## src/hdl/babylonian_square_root_assert.svh

```systemverilog
// Assertion macros shared by the square root block.
// Each macro expects signals named clk and rst in the scope where it is used.
`ifndef BABYLONIAN_SQUARE_ROOT_ASSERT_SVH
`define BABYLONIAN_SQUARE_ROOT_ASSERT_SVH

`ifndef SYNTHESIS

`define BSR_ASSERT(label, expr) \
  label: assert property (@(posedge clk) disable iff (rst) (expr)) \
    else $error("invariant violated");

`define BSR_ASSERT_IMPL(label, ante, cons) \
  label: assert property (@(posedge clk) disable iff (rst) (ante) |-> (cons)) \
    else $error("implication violated");

`define BSR_ASSERT_NEXT(label, ante, cons) \
  label: assert property (@(posedge clk) disable iff (rst) (ante) |=> (cons)) \
    else $error("next-cycle implication violated");

`else

`define BSR_ASSERT(label, expr)
`define BSR_ASSERT_IMPL(label, ante, cons)
`define BSR_ASSERT_NEXT(label, ante, cons)

`endif

`endif

```

## src/hdl/bsr_pkg.sv

```systemverilog
package bsr_pkg;

  // Field widths.
  localparam int DATA_W   = 32;
  localparam int STEPS_W  = 7;
  localparam int STATUS_W = 2;

  // Defaults for the top-level parameters.
  localparam int MAX_STEPS_DEF = 32;
  localparam int FRAC_BITS_DEF = 16;

  // Tolerance after reset, about 0.0001 in Q16.16.
  localparam logic [DATA_W-1:0] TOL_RESET = 32'd7;

  // The divider produces one quotient bit per cycle.
  localparam int DIV_ITERS = DATA_W;
  localparam int DIV_CNT_W = $clog2(DIV_ITERS);

  // Result status codes.
  localparam logic [STATUS_W-1:0] ST_CONVERGED  = 2'd0;
  localparam logic [STATUS_W-1:0] ST_LIMIT      = 2'd1;
  localparam logic [STATUS_W-1:0] ST_ZERO_GUESS = 2'd2;

  // Commands from the controller to the datapath.
  typedef struct packed {
    logic                in_ready;
    logic                load;
    logic                div_start;
    logic                sum;
    logic                advance;
    logic                emit;
    logic [STATUS_W-1:0] status;
  } bsr_cmd_t;

  // Status from the datapath to the controller.
  typedef struct packed {
    logic in_valid;
    logic guess_zero;
    logic div_busy;
    logic converged;
    logic at_limit;
    logic out_free;
  } bsr_sts_t;

endpackage

```

## src/hdl/bsr_in_if.sv

```systemverilog
interface bsr_in_if import bsr_pkg::*; ();
  logic              valid;
  logic              ready;
  logic [DATA_W-1:0] value;
  logic [DATA_W-1:0] guess;

  modport source (output valid, output value, output guess, input ready);
  modport sink (input valid, input value, input guess, output ready);
endinterface

```

## src/hdl/bsr_out_if.sv

```systemverilog
interface bsr_out_if import bsr_pkg::*; ();
  logic                valid;
  logic                ready;
  logic [DATA_W-1:0]   root;
  logic [STEPS_W-1:0]  steps;
  logic [STATUS_W-1:0] status;

  modport source (output valid, output root, output steps, output status, input ready);
  modport sink (input valid, input root, input steps, input status, output ready);
endinterface

```

## src/hdl/bsr_div.sv

```systemverilog
`include "babylonian_square_root_assert.svh"

// Restoring divider for floor((dividend << FRAC_BITS) / (2 * divisor)).
// One quotient bit per cycle; quotients above 32 bits saturate at once.
module bsr_div import bsr_pkg::*; #(
  parameter int FRAC_BITS = FRAC_BITS_DEF
) (
  input  logic              clk,
  input  logic              rst,
  input  logic              start,
  input  logic [DATA_W-1:0] dividend,
  input  logic [DATA_W-1:0] divisor,
  output logic              busy,
  output logic [DATA_W-1:0] quotient
);

  localparam int SH    = DATA_W + 1 - FRAC_BITS;
  localparam int REM_W = DATA_W + 1;

  logic [REM_W-1:0]       rem;
  logic [DATA_W-1:0]      qsh;
  logic [DIV_CNT_W-1:0]   cnt;
  logic [REM_W-1:0]       den;
  logic [DATA_W+SH-1:0]   sat_limit;
  logic                   saturate;
  logic [REM_W:0]         shifted;
  logic [REM_W:0]         trial;
  logic                   fits;

  // The denominator is twice the current estimate.
  assign den = {divisor, 1'b0};

  // The quotient needs more than 32 bits exactly when dividend >= divisor << SH.
  assign sat_limit = {divisor, {SH{1'b0}}};
  assign saturate  = {{SH{1'b0}}, dividend} >= sat_limit;

  // One trial subtraction per cycle.
  assign shifted = {rem, qsh[DATA_W-1]};
  assign trial   = shifted - {1'b0, den};
  assign fits    = !trial[REM_W];

  // Busy flag and iteration count.
  always_ff @(posedge clk) begin
    if (rst) begin
      busy <= 1'b0;
      cnt  <= '0;
    end else if (start) begin
      busy <= (divisor != '0) && !saturate;
      cnt  <= '0;
    end else if (busy) begin
      cnt <= cnt + 1'b1;
      if (cnt == DIV_CNT_W'(DIV_ITERS - 1)) begin
        busy <= 1'b0;
      end
    end
  end

  // Remainder and quotient shift register. The quotient bits replace the low
  // dividend bits as they are shifted out.
  always_ff @(posedge clk) begin
    if (start) begin
      if (divisor == '0) begin
        qsh <= '0;
        rem <= '0;
      end else if (saturate) begin
        qsh <= '1;
        rem <= '0;
      end else begin
        rem <= {{(REM_W - FRAC_BITS){1'b0}}, dividend[DATA_W-1:DATA_W-FRAC_BITS]};
        qsh <= {dividend[DATA_W-1-FRAC_BITS:0], {FRAC_BITS{1'b0}}};
      end
    end else if (busy) begin
      rem <= fits ? trial[REM_W-1:0] : shifted[REM_W-1:0];
      qsh <= {qsh[DATA_W-2:0], fits};
    end
  end

  assign quotient = qsh;

  // While the divider is busy, the partial remainder stays below the denominator.
  `BSR_ASSERT_IMPL(a_rem_bound, busy, rem < den)

endmodule

```

## src/hdl/bsr_dp.sv

```systemverilog
`include "babylonian_square_root_assert.svh"

// Datapath: operand and estimate registers, tolerance register, one
// Babylonian step built around the divider, and the result register.
module bsr_dp import bsr_pkg::*; #(
  parameter int MAX_STEPS = MAX_STEPS_DEF,
  parameter int FRAC_BITS = FRAC_BITS_DEF
) (
  input  logic              clk,
  input  logic              rst,
  input  bsr_cmd_t          cmd,
  output bsr_sts_t          sts,
  bsr_in_if.sink            in_ch,
  bsr_out_if.source         out_ch,
  input  logic              cfg_we,
  input  logic [DATA_W-1:0] cfg_wdata
);

  logic [DATA_W-1:0]   tolerance;
  logic [DATA_W-1:0]   a_val;
  logic [DATA_W-1:0]   r_est;
  logic [DATA_W-1:0]   x_est;
  logic [STEPS_W-1:0]  n;
  logic                out_valid;
  logic [DATA_W-1:0]   root;
  logic [STEPS_W-1:0]  steps;
  logic [STATUS_W-1:0] status;
  logic [DATA_W-1:0]   quo;
  logic                div_busy;
  logic [DATA_W:0]     sum_wide;
  logic [DATA_W-1:0]   x_next;
  logic [DATA_W-1:0]   diff;

  // Tolerance register.
  always_ff @(posedge clk) begin
    if (rst) begin
      tolerance <= TOL_RESET;
    end else if (cfg_we) begin
      tolerance <= cfg_wdata;
    end
  end

  // Quotient unit for the A/(2r) term.
  bsr_div #(.FRAC_BITS(FRAC_BITS)) u_div (
    .clk      (clk),
    .rst      (rst),
    .start    (cmd.div_start),
    .dividend (a_val),
    .divisor  (r_est),
    .busy     (div_busy),
    .quotient (quo)
  );

  // New estimate r/2 + A/(2r), saturated to 32 bits.
  assign sum_wide = {2'b00, r_est[DATA_W-1:1]} + {1'b0, quo};
  assign x_next   = sum_wide[DATA_W] ? '1 : sum_wide[DATA_W-1:0];

  // Change between the new and previous estimate.
  assign diff = (x_est >= r_est) ? (x_est - r_est) : (r_est - x_est);

  // Operand, estimate and step count registers.
  always_ff @(posedge clk) begin
    if (rst) begin
      n <= '0;
    end else if (cmd.load) begin
      n <= '0;
    end else if (cmd.sum) begin
      n <= n + 1'b1;
    end
  end

  always_ff @(posedge clk) begin
    if (cmd.load) begin
      a_val <= in_ch.value;
      r_est <= in_ch.guess;
      x_est <= '0;
    end else begin
      if (cmd.sum) begin
        x_est <= x_next;
      end
      if (cmd.advance) begin
        r_est <= x_est;
      end
    end
  end

  // Result register; it frees as soon as the sink takes the beat.
  always_ff @(posedge clk) begin
    if (rst) begin
      out_valid <= 1'b0;
    end else if (cmd.emit) begin
      out_valid <= 1'b1;
    end else if (out_ch.ready) begin
      out_valid <= 1'b0;
    end
  end

  always_ff @(posedge clk) begin
    if (cmd.emit) begin
      root   <= x_est;
      steps  <= n;
      status <= cmd.status;
    end
  end

  assign in_ch.ready   = cmd.in_ready;
  assign out_ch.valid  = out_valid;
  assign out_ch.root   = root;
  assign out_ch.steps  = steps;
  assign out_ch.status = status;

  // Status back to the controller.
  always_comb begin
    sts.in_valid   = in_ch.valid;
    sts.guess_zero = (r_est == '0);
    sts.div_busy   = div_busy;
    sts.converged  = diff < tolerance;
    sts.at_limit   = (n == STEPS_W'(MAX_STEPS));
    sts.out_free   = !out_valid || out_ch.ready;
  end

  // The step count never runs past the iteration cap.
  `BSR_ASSERT(a_step_bound, n <= STEPS_W'(MAX_STEPS))
  // A zero guess produces a zero root after no steps.
  `BSR_ASSERT_NEXT(a_zero_guess, cmd.emit && cmd.status == ST_ZERO_GUESS, root == '0 && steps == '0)

endmodule

```

## src/hdl/bsr_ctrl.sv

```systemverilog
// Controller: sequences the load, the divide, the sum and the convergence
// check of each step, and hands the finished result to the output register.
module bsr_ctrl import bsr_pkg::*; (
  input  logic     clk,
  input  logic     rst,
  input  bsr_sts_t sts,
  output bsr_cmd_t cmd
);

  localparam logic [2:0] S_IDLE  = 3'd0;
  localparam logic [2:0] S_PREP  = 3'd1;
  localparam logic [2:0] S_INIT  = 3'd2;
  localparam logic [2:0] S_DIV   = 3'd3;
  localparam logic [2:0] S_SUM   = 3'd4;
  localparam logic [2:0] S_CHECK = 3'd5;
  localparam logic [2:0] S_DONE  = 3'd6;

  logic [2:0]          state;
  logic [2:0]          state_next;
  logic [STATUS_W-1:0] result_status;
  logic [STATUS_W-1:0] result_status_next;

  // State and result status registers.
  always_ff @(posedge clk) begin
    if (rst) begin
      state         <= S_IDLE;
      result_status <= ST_CONVERGED;
    end else begin
      state         <= state_next;
      result_status <= result_status_next;
    end
  end

  // Next state and commands.
  always_comb begin
    state_next         = state;
    result_status_next = result_status;
    cmd                = '0;
    cmd.status         = result_status;
    case (state)
      S_IDLE: begin
        cmd.in_ready = 1'b1;
        if (sts.in_valid) begin
          cmd.load   = 1'b1;
          state_next = S_PREP;
        end
      end
      S_PREP: begin
        if (sts.guess_zero) begin
          result_status_next = ST_ZERO_GUESS;
          state_next         = S_DONE;
        end else begin
          state_next = S_INIT;
        end
      end
      S_INIT: begin
        cmd.div_start = 1'b1;
        state_next    = S_DIV;
      end
      S_DIV: begin
        if (!sts.div_busy) begin
          state_next = S_SUM;
        end
      end
      S_SUM: begin
        cmd.sum    = 1'b1;
        state_next = S_CHECK;
      end
      S_CHECK: begin
        if (sts.converged) begin
          result_status_next = ST_CONVERGED;
          state_next         = S_DONE;
        end else if (sts.at_limit) begin
          result_status_next = ST_LIMIT;
          state_next         = S_DONE;
        end else begin
          cmd.advance = 1'b1;
          state_next  = S_INIT;
        end
      end
      S_DONE: begin
        if (sts.out_free) begin
          cmd.emit   = 1'b1;
          state_next = S_IDLE;
        end
      end
      default: begin
        state_next = S_IDLE;
      end
    endcase
  end

endmodule

```

## src/hdl/babylonian_square_root.sv

```systemverilog
// Each Babylonian step starts the divider, waits out its bit-serial divide, then
// sums and checks convergence; a step whose quotient saturates skips the divide.
// Throughput: one item at a time; the next item is taken once the current
// result sits in the output register, which may still be waiting on the sink.
// Reset (rst, synchronous, active high) idles the controller, empties the
// output register and sets the tolerance to 7.
module babylonian_square_root import bsr_pkg::*; #(
  parameter int MAX_STEPS = MAX_STEPS_DEF,
  parameter int FRAC_BITS = FRAC_BITS_DEF
) (
  input  logic              clk,
  input  logic              rst,
  bsr_in_if.sink            in_ch,
  bsr_out_if.source         out_ch,
  input  logic              cfg_we,
  input  logic [DATA_W-1:0] cfg_wdata
);

  bsr_cmd_t cmd;
  bsr_sts_t sts;

  // Step sequencer.
  bsr_ctrl u_ctrl (
    .clk (clk),
    .rst (rst),
    .sts (sts),
    .cmd (cmd)
  );

  // Arithmetic and result registers.
  bsr_dp #(
    .MAX_STEPS (MAX_STEPS),
    .FRAC_BITS (FRAC_BITS)
  ) u_dp (
    .clk       (clk),
    .rst       (rst),
    .cmd       (cmd),
    .sts       (sts),
    .in_ch     (in_ch),
    .out_ch    (out_ch),
    .cfg_we    (cfg_we),
    .cfg_wdata (cfg_wdata)
  );

endmodule

```

## src/flat_wrapper.sv

```systemverilog
// flat-port wrapper written by rule: the top's interface ports become plain ports
module babylonian_square_root_flat import bsr_pkg::*;
#(
  parameter int MAX_STEPS = MAX_STEPS_DEF,
  parameter int FRAC_BITS = FRAC_BITS_DEF
)
  (clk, rst, cfg_we, cfg_wdata, in_ch_valid, in_ch_value, in_ch_guess, in_ch_ready, out_ch_valid, out_ch_root, out_ch_steps, out_ch_status, out_ch_ready);
  bsr_in_if in_ch_i ();
  bsr_out_if out_ch_i ();
  input  logic clk;
  input  logic rst;
  input  logic cfg_we;
  input  logic [DATA_W-1:0] cfg_wdata;
  input wire logic [$bits(in_ch_i.valid)-1:0] in_ch_valid;
  input wire logic [$bits(in_ch_i.value)-1:0] in_ch_value;
  input wire logic [$bits(in_ch_i.guess)-1:0] in_ch_guess;
  output wire logic [$bits(in_ch_i.ready)-1:0] in_ch_ready;
  output wire logic [$bits(out_ch_i.valid)-1:0] out_ch_valid;
  output wire logic [$bits(out_ch_i.root)-1:0] out_ch_root;
  output wire logic [$bits(out_ch_i.steps)-1:0] out_ch_steps;
  output wire logic [$bits(out_ch_i.status)-1:0] out_ch_status;
  input wire logic [$bits(out_ch_i.ready)-1:0] out_ch_ready;
  assign in_ch_i.valid = in_ch_valid;
  assign in_ch_i.value = in_ch_value;
  assign in_ch_i.guess = in_ch_guess;
  assign in_ch_ready = in_ch_i.ready;
  assign out_ch_valid = out_ch_i.valid;
  assign out_ch_root = out_ch_i.root;
  assign out_ch_steps = out_ch_i.steps;
  assign out_ch_status = out_ch_i.status;
  assign out_ch_i.ready = out_ch_ready;
  babylonian_square_root #(.MAX_STEPS(MAX_STEPS), .FRAC_BITS(FRAC_BITS)) u_core (.clk(clk), .rst(rst), .in_ch(in_ch_i), .out_ch(out_ch_i), .cfg_we(cfg_we), .cfg_wdata(cfg_wdata));
endmodule
```

## config.mk

```make
export PLATFORM = sky130hd
export DESIGN_NAME = babylonian_square_root_flat
export DESIGN_NICKNAME = d
export VERILOG_FILES = /design/src/hdl/bsr_pkg.sv /design/src/hdl/bsr_in_if.sv /design/src/hdl/bsr_out_if.sv /design/src/hdl/bsr_div.sv /design/src/hdl/bsr_dp.sv /design/src/hdl/bsr_ctrl.sv /design/src/hdl/babylonian_square_root.sv /design/src/flat_wrapper.sv
export VERILOG_INCLUDE_DIRS = /design/src /design/src/hdl
export SDC_FILE = /design/constraint.sdc
export NUM_CORES = 1
export LEC_CHECK = 0
export BUFFER_PORTS_ARGS = -buffer_cell sky130_fd_sc_hd__buf_4
export CAP_MARGIN = 20
export CORE_MARGIN = 5
export CORE_UTILIZATION = 45
export CTS_CLUSTER_SIZE = 10
export DETAILED_ROUTE_END_ITERATION = 10
export PLACE_DENSITY_LB_ADDON = 0.3
export RECOVER_POWER = 100
export SYNTH_ARGS = -nofsm -noshare
export SYNTH_HDL_FRONTEND = slang
export SYNTH_SLANG_ARGS = --single-unit
```

## constraint.sdc

```tcl
create_clock -name clk -period 6.7 [get_ports clk]
set_input_delay 0.67 -clock clk [delete_from_list [all_inputs] [get_ports clk]]
set_output_delay 0.67 -clock clk [all_outputs]
set_load 0.1 [all_outputs]
```

==> key figures, run 1 <==
Drt
  – WL/cell: 20.4 um
  – DRT Wirelength: 51.8 mm
  – WL met1: 24.0 mm
  – 1st-iter DRT viols: 1148
  – Max Used Layer: met4
  – Met2 Wirelength: 22.8 mm
  – Post-DR vias/cell: 5.77
  – Via count: 14700
  – WL met3: 3.36 mm
  – 1st-pass router iterations: 5
  – Antenna Violating Nets Remaining: 0
  – DRC Markers: 0

Synth
  – Synth Area per Inst: 9.24 um2
  – Syn Inst Count: 1887
  – Asr flop ratio synth: 0%
  – Yosys warns: 0
  – EDFF count, synth: 170
  – Commonest register cell after synthesis: edfxtp_1
  – Syn_nets: 2168
  – Post-synthesis cell area: 0.0174 mm2
  – Yosys reg bits: 253
  – Seq/Total Area, Yosys: 38.8%
  – Netlist cell types: 81

Worst setup path
  – Worst setup SP type: flip-flop
  – Reg2Reg Depth: 22
  – Critical Path Max Stage Delay: 560 ps
  – CP dominant cell by count: a31oi_1
  – CP max FO: 32
  – Crit path buffers/inverters: 3
  – Crit path depth: 22
  – Crit end category: flip-flop
  – CP required: 6950 ps
  – Delay-heaviest family, CP: compound AO/OA/AOI/OAI gates
  – Worst path arrival time: 6440 ps
  – Worst Path Class, Setup: flip-flop to flip-flop
  – Cell Chain, Critical Path: inv_1, fa_1, and3_1, o2111ai_1, a21boi_2, o211ai_1, a211o_1, a211o_1, buf_4, mux2i_2, a31oi_1, xnor2_1, ha_1, nand4_1, nor3_1, o21ai_0, nand2_1, a31oi_1, o21ai_0, a31oi_1, o31ai_4, buf_12
  – Slowest cell on crit path: edfxtp_1

Run
  – Max-cap check violation count: 9

Cells and area
  – Most frequent cells in the layout: nand2_1 (251), ha_1 (176), edfxtp_1 (170)
  – Area of the multi-input gates: 0.00984 mm2
  – FILL cells: 3643
  – FF/Latch Area: 0.00677 mm2
  – Commonest non-fill, non-tap cell in the layout: nand2_1
  – Final #Nets: 2282
  – Diodes inserted: 0
  – Post-route cell area: 0.0197 mm2
  – Share of cells above drive strength 1: 8.35%
  – Synth-to-Final Area Change: 12.8%

Status
  – Status: finished with violations
  – Failing checks: max-capacitance violations, max-slew violations

Placement
  – DP HPWL: 40.3 mm
  – DP Worst Slack: 616 ps
  – Final Wtd Congestion: 0.949
  – IO buf count: 143
  – Placed Area: 0.0190 mm2

Clocking
  – Deepest clock path buffer count: 3
  – CTS Buf Count: 30
  – H-tree levels: 1
  – Root Buffer: clkbuf_16
  – Sink Count: 253
  – Clk pin slew, worst setup/hold paths: 60 ps
  – Worst-Skew Late Latency: 570 ps
  – CTS resizes: 0
  – Postcts setup bufs: 0
  – CTS tree: done
  – Hold bufs inserted after CTS: 0

Pwr
  – Design Power: 7.36 mW
  – Peak supply drop: 0.232 mV
  – Pwr per Cell Area: 374 mW/mm2
  – Leakage: 8.49 nW

STA
  – Final setup violation count: 0
  – Skew final: 14.3 ps
  – RSZ-0062 raised after global routing: false
  – Final Max Slew Viols: 321
  – Crit share post-route: 92.3%
  – Max transition margin: -147%
  – Slew @ Worst Pin: 3700 ps
  – Fin. Hold Viols: 0
  – FMAX: 162 MHz
  – Worst setup slack after layout: 516 ps
  – Clock period minus worst slack: 6180 ps
  – TNS Setup: 0 ps
  – Hold WS: 297 ps

Floorplanning
  – Die H: 207 um
  – Boundary Pins: 144
  – Die X: 207 um
  – Core footprint: 0.0385 mm2
  – Die Footprint: 0.0428 mm2
  – Row count: 72
  – Starting Density: 45.3%

Global routing
  – GRT Overall Usage: 23.6%
  – Total grt overflow: 0
  – First-pass GRT wire length: 79.4 mm
  – Initial antenna violation count: 0
  – Largest net degree at the start of global routing: 66
  – Vias in the first global route: 14100

Hold path
  – Hold Path Stages: 1
  – Hold Path Class: input port to flip-flop
## flip-flops by register name (all words and copies together), names as in the netlist
name / flops
u_core.u_dp.tolerance: 32
u_core.u_dp.a_val: 32
u_core.u_dp.out_ch.root: 32
u_core.u_ctrl.result_status: 2
u_core.u_dp.r_est: 32
u_core.u_dp.u_div.rem: 33
u_core.u_dp.out_ch.valid: 1
u_core.u_dp.u_div.busy: 1
u_core.u_dp.out_ch.status: 2
u_core.u_ctrl.state: 3
u_core.u_dp.u_div.cnt: 5
u_core.u_dp.n: 7
u_core.u_dp.u_div.quotient: 32
u_core.u_dp.out_ch.steps: 7
u_core.u_dp.x_est: 32
## stage by stage
step	utilization [%]	instances
3_5_place_dp	49.4	2487
5_1_grt	51.1	2543
4_1_cts	51.7	2543
3_3_place_gp	49.4	2487
2_1_floorplan	-	1887
6_report	51.1	2543
## report_power, final
group          internal, mW  total (mW)  switching, mW
clock                 0.876        1.50          0.627
sequential             2.03        2.24          0.213
combinational          1.48        3.62           2.13
## Yosys cell counts (6+ instances only)
| master | instances | area (um2) |
|---|---|---|
| a2111oi_0 | 6 | 52.6 |
| a211oi_1 | 9 | 67.6 |
| a21o_1 | 82 | 616 |
| a21oi_1 | 138 | 691 |
| a221o_1 | 6 | 60.1 |
| a221oi_1 | 8 | 70.1 |
| a22oi_1 | 26 | 195 |
| a31oi_1 | 20 | 125 |
| and2_1 | 8 | 50.1 |
| and3_1 | 12 | 75.1 |
| and4_1 | 6 | 52.6 |
| buf_2 | 16 | 80.1 |
| clkbuf_1 | 52 | 195 |
| dfxtp_1 | 83 | 1660 |
| edfxtp_1 | 170 | 5100 |
| ha_1 | 176 | 2200 |
| inv_1 | 128 | 480 |
| mux2i_1 | 67 | 671 |
| nand2_1 | 251 | 942 |
| nand2b_1 | 14 | 87.6 |
| nand3_1 | 17 | 85.1 |
| nand4_1 | 25 | 156 |
| nor2_1 | 114 | 428 |
| nor2b_1 | 18 | 113 |
| nor3_1 | 30 | 150 |
| nor4_1 | 11 | 68.8 |
| o211ai_1 | 15 | 113 |
| o21a_1 | 24 | 180 |
| o21ai_0 | 107 | 536 |
| o21ai_1 | 13 | 65.1 |
| o21bai_1 | 18 | 135 |
| o22ai_1 | 10 | 62.6 |
| or2_2 | 8 | 50.1 |
| or3_1 | 6 | 37.5 |
| xnor2_1 | 54 | 473 |
| xor2_1 | 35 | 307 |
## logic make-up (layout without fill, tap and decap cells)
group | Yosys count | in the layout | synth area share (%)
compound gates | 547 | 547 | 20.6
xor+xnor | 89 | 89 | 4.47
fa+ha+maj | 180 | 180 | 13.1
buf+inv | 207 | 345 | 4.70
flops | 253 | 253 | 38.8
mux | 73 | 73 | 4.27
simple gates | 538 | 538 | 14.0
## metal layers
layer  global-route usage (%)  vias to the layer above
met1                     34.3                     6993
li1                         -                     7097
met5                        0                        -
met3                     3.70                       83
met4                     6.75                        0
met2                     36.8                      492
## worst paths after layout
| check | startpoint | end | slack [ps] |
|---|---|---|---|
| max | u_core.u_dp.r_est[1] | u_core.u_dp.r_est[1] | 520 |
| min | in_ch_value[19] | u_core.u_dp.a_val[19] | 300 |
| max reg2reg | u_core.u_dp.r_est[1] | u_core.u_dp.r_est[1] | 520 |
| min reg2reg | u_core.u_dp.tolerance[0] | u_core.u_dp.tolerance[0] | 470 |
## cell type report
type                       count  share of cell area, %
multi-input combinational   1427                   50.1
sequential                   253                   34.4
timing repair buffer         160                   5.21
clock buffer                  54                   4.49
tap                          518                   3.30
inverter                     129                   2.46
clock inverter                 2                 0.0509
No activity file was read; power rests on OpenSTA's default activity.
==> run 2: changes to the inputs <==
CELL_PAD_IN_SITES_DETAIL_PLACEMENT = 1   (was not set)
CELL_PAD_IN_SITES_GLOBAL_PLACEMENT = 2   (was not set)
CORE_UTILIZATION = 35   (was 45)
MAX_ROUTING_LAYER = met4   (was not set)
==> run 2 against run 1 <==
Against the previous run:
- the flow still finishes with violations (max-capacitance violations, max-slew violations)
- power increased by 5.6%
- final area rose by 2.1%
- setup slack lost 29 ps
- core utilization fell by 10 points
- clock-buffer cell count decreased by 2
- fmax fell by 0.47%
- die area rose by 27%
- via count increased by 0.53%
- final cell count rose by 6.3%
- critical path type unchanged
==> key figures, run 2 (synthesis results as in run 1) <==
Floorplanning
  – Die H: 233 um (was 207 um)
  – Die Footprint: 0.0544 mm2 (was 0.0428 mm2)
  – Starting Density: 35.5% (was 45.3%)
  – Row count: 81 (was 72)
  – Core footprint: 0.0492 mm2 (was 0.0385 mm2)
  – Boundary Pins: 144 (unchanged)
  – Die X: 233 um (was 207 um)

Placement
  – IO buf count: 143 (unchanged)
  – DP HPWL: 46.8 mm (was 40.3 mm)
  – Inst Count DP: 2639 (was 2487)
  – Final Wtd Congestion: 0.897 (was 0.949)
  – DP Worst Slack: 454 ps (was 616 ps)

STA
  – RSZ-0062 raised after global routing: false (unchanged)
  – Fin. Hold Viols: 0 (unchanged)
  – FMAX: 161 MHz (was 162 MHz)
  – Slew @ Worst Pin: 3780 ps (was 3700 ps)
  – Worst setup slack after layout: 488 ps (was 516 ps)
  – Clock period minus worst slack: 6210 ps (was 6180 ps)
  – Max transition margin: -152% (was -147%)
  – Skew final: 32.5 ps (was 14.3 ps)
  – Final Max Slew Viols: 308 (was 321)
  – TNS Setup: 0 ps (unchanged)
  – Final setup violation count: 0 (unchanged)
  – Crit share post-route: 92.7% (was 92.3%)

Worst setup path
  – Worst Setup EP: u_core.u_dp.r_est[1] (unchanged)
  – CP dominant cell by count: a31oi_1 (unchanged)
  – Delay-heaviest family, CP: compound AO/OA/AOI/OAI gates (unchanged)
  – Worst Path Class, Setup: flip-flop to flip-flop (unchanged)
  – Cell Chain, Critical Path: inv_1, fa_1, and3_1, o2111ai_1, a21boi_1, o211ai_1, a211o_1, a211o_1, buf_4, mux2i_2, a31oi_1, xnor2_1, ha_1, nand4_1, nor3_1, o21ai_0, nand2_1, a31oi_1, o21ai_0, a31oi_1, o31ai_4, buf_12 (was inv_1, fa_1, and3_1, o2111ai_1, a21boi_2, o211ai_1, a211o_1, a211o_1, buf_4, mux2i_2, a31oi_1, xnor2_1, ha_1, nand4_1, nor3_1, o21ai_0, nand2_1, a31oi_1, o21ai_0, a31oi_1, o31ai_4, buf_12)
  – CP required: 6930 ps (was 6950 ps)
  – Slowest cell on crit path: edfxtp_1 (unchanged)
  – Crit path depth: 22 (unchanged)
  – CP max FO: 32 (unchanged)
  – Crit end category: flip-flop (unchanged)
  – Worst setup SP type: flip-flop (unchanged)
  – R2R setup slack: 490 ps (was 520 ps)
  – Worst r2r dst: u_core.u_dp.r_est[1] (unchanged)
  – CP startpoint: u_core.u_dp.r_est[1] (unchanged)
  – Reg2Reg Depth: 22 (unchanged)
  – Worst path arrival time: 6450 ps (was 6440 ps)
  – Crit path buffers/inverters: 3 (unchanged)
  – Critical Path Max Stage Delay: 540 ps (was 560 ps)
  – Worst r2r src: u_core.u_dp.r_est[1] (unchanged)

Clocking
  – CTS Buf Count: 34 (was 30)
  – Postcts setup bufs: 0 (unchanged)
  – H-tree levels: 2 (was 1)
  – Worst-Skew Late Latency: 560 ps (was 570 ps)
  – Root Buffer: clkbuf_16 (unchanged)
  – Sink Count: 253 (unchanged)
  – Hold bufs inserted after CTS: 0 (unchanged)
  – Clk pin slew, worst setup/hold paths: 60 ps (about the same)
  – Deepest clock path buffer count: 3 (unchanged)
  – CTS tree: done (unchanged)
  – CTS resizes: 0 (unchanged)

Hold path
  – Hold Path Class: input port to flip-flop (unchanged)

Global routing
  – Total grt overflow: 0 (unchanged)
  – GR Layer Usage met2: 32.7% (was 36.8%)
  – Vias in the first global route: 15300 (was 14100)
  – GRT Overall Usage: 21.8% (was 23.6%)
  – Initial antenna violation count: 1 (was 0)
  – Met3 usage: 2.75% (was 3.70%)
  – Met1 Use GR: 30.7% (was 34.3%)
  – First-pass GRT wire length: 89.7 mm (was 79.4 mm)
  – Largest net degree at the start of global routing: 66 (unchanged)
  – GRT Max-Usage Layer: met2 (unchanged)

Cells and area
  – Max reg flops: 33 (unchanged)
  – Non-Filler Instances: 2704 (was 2543)
  – Final #Nets: 2294 (was 2282)
  – Most frequent cells in the layout: nand2_1 (251), ha_1 (176), edfxtp_1 (170) (unchanged)
  – FILL cells: 5685 (was 3643)
  – Synth-to-Final Area Change: 15.1% (was 12.8%)
  – Reg with most FFs: u_core.u_dp.u_div.rem (unchanged)
  – Share of cells above drive strength 1: 8.93% (was 8.35%)
  – Commonest non-fill, non-tap cell in the layout: nand2_1 (unchanged)

Drt
  – DRC Markers: 0 (unchanged)
  – WL/cell: 21.8 um (was 20.4 um)
  – DRT Wirelength: 58.9 mm (was 51.8 mm)
  – Post-DR vias/cell: 5.45 (was 5.77)
  – Antenna Violating Nets Remaining: 0 (unchanged)
  – 1st-iter DRT viols: 911 (was 1148)
  – Via count: 14700 (about the same)
  – 1st-pass router iterations: 7 (was 5)

Pwr
  – Peak supply drop: 0.203 mV (was 0.232 mV)
  – Power share of the clock group: 23.1% (was 20.4%)
  – Pint: 4.62 mW (was 4.39 mW)
  – Leakage: 8.61 nW (was 8.49 nW)
  – Pwr per Cell Area: 387 mW/mm2 (was 374 mW/mm2)
  – Comb pwr share: 48.0% (was 49.1%)
  – Net Sw Power: 3.16 mW (was 2.97 mW)
  – Sequential Power Share: 28.9% (was 30.4%)
  – Switching Share: 40.6% (was 40.4%)

Run
  – Max-cap check violation count: 9 (unchanged)

Status
  – Status: finished with violations (unchanged)
  – Failing checks: max-capacitance violations, max-slew violations (unchanged)
run 2: changes by cell type in the layout (fill, tap and decap cells not counted):
cell / before / now
a21boi_1: 0 / 1
a21boi_2: 1 / 0
a221oi_1: 8 / 9
a221oi_2: 1 / 0
buf_4: 76 / 80
bufinv_16: 0 / 3
clkbuf_1: 71 / 70
clkbuf_16: 31 / 34
clkinv_2: 2 / 4
clkinv_8: 0 / 1
diode_2: 0 / 1
inv_6: 0 / 2
run 2: worst min path at each step:
stage	startpoint	end	cells after the start
5_1_grt	in_ch_value[9]	u_core.u_dp.a_val[9]	1
3_5_place_dp	u_core.u_ctrl.result_status[1]	u_core.u_dp.out_ch.status[1]	0
6_report	in_ch_value[6]	u_core.u_dp.a_val[6]	1
4_1_cts	in_ch_value[6]	u_core.u_dp.a_val[6]	1
2_1_floorplan	u_core.u_ctrl.result_status[1]	u_core.u_dp.out_ch.status[1]	0
3_3_place_gp	u_core.u_ctrl.result_status[1]	u_core.u_dp.out_ch.status[1]	0
run 2: worst register-to-register path, stage by stage, from the launching register on:
cell and delay [ps]:
edfxtp_1 540, inv_1 230, fa_1 500, and3_1 200
o2111ai_1 210, a21boi_1 160, o211ai_1 230, a211o_1 220
a211o_1 470, buf_4 480, mux2i_2 410, a31oi_1 170
xnor2_1 170, ha_1 310, nand4_1 90, nor3_1 220
o21ai_0 150, nand2_1 90, a31oi_1 40, o21ai_0 150
a31oi_1 250, o31ai_4 320, buf_12 250
run 2: cell type report:
cell class	instances	area (um2)	area share (%)
multi-input combinational	1427	9830	49.0
sequential	253	6770	33.7
timing repair buffer	168	1070	5.33
clock buffer	52	938	4.68
tap	664	831	4.14
inverter	129	484	2.41
clock inverter	10	144	0.717
antenna	1	2.50	0.0125
run 2: stage by stage:
step | hold slack, ps | util (%) | total power, mW | area (um2)
floorplan | 423 | - | 4.89 | 17400
global placement | 443 | 39.1 | 5.93 | 19200
detailed placement | 456 | 39.1 | 6.00 | 19200
CTS | 253 | 41.3 | 7.85 | 20300
global route | 289 | 40.8 | 8.33 | 20100
finish | 308 | 40.8 | 7.77 | 20100
run 2: metal layers:
layer	up-vias	part of all wire (%)
met5	-	0
met4	0	3.1
met3	84	4.2
met2	327	44
met1	7217	49
li1	7115	-
run 2: power by group through the flow:
stage | registers, mW | clock network [mW] | logic, mW
finish | 2.24 | 1.80 | 3.73
global route | 2.27 | 1.92 | 4.14
detailed placement | 2.26 | 0 | 3.74
CTS | 2.23 | 1.85 | 3.76
floorplan | 2.16 | 0 | 2.74
global placement | 2.26 | 0 | 3.67
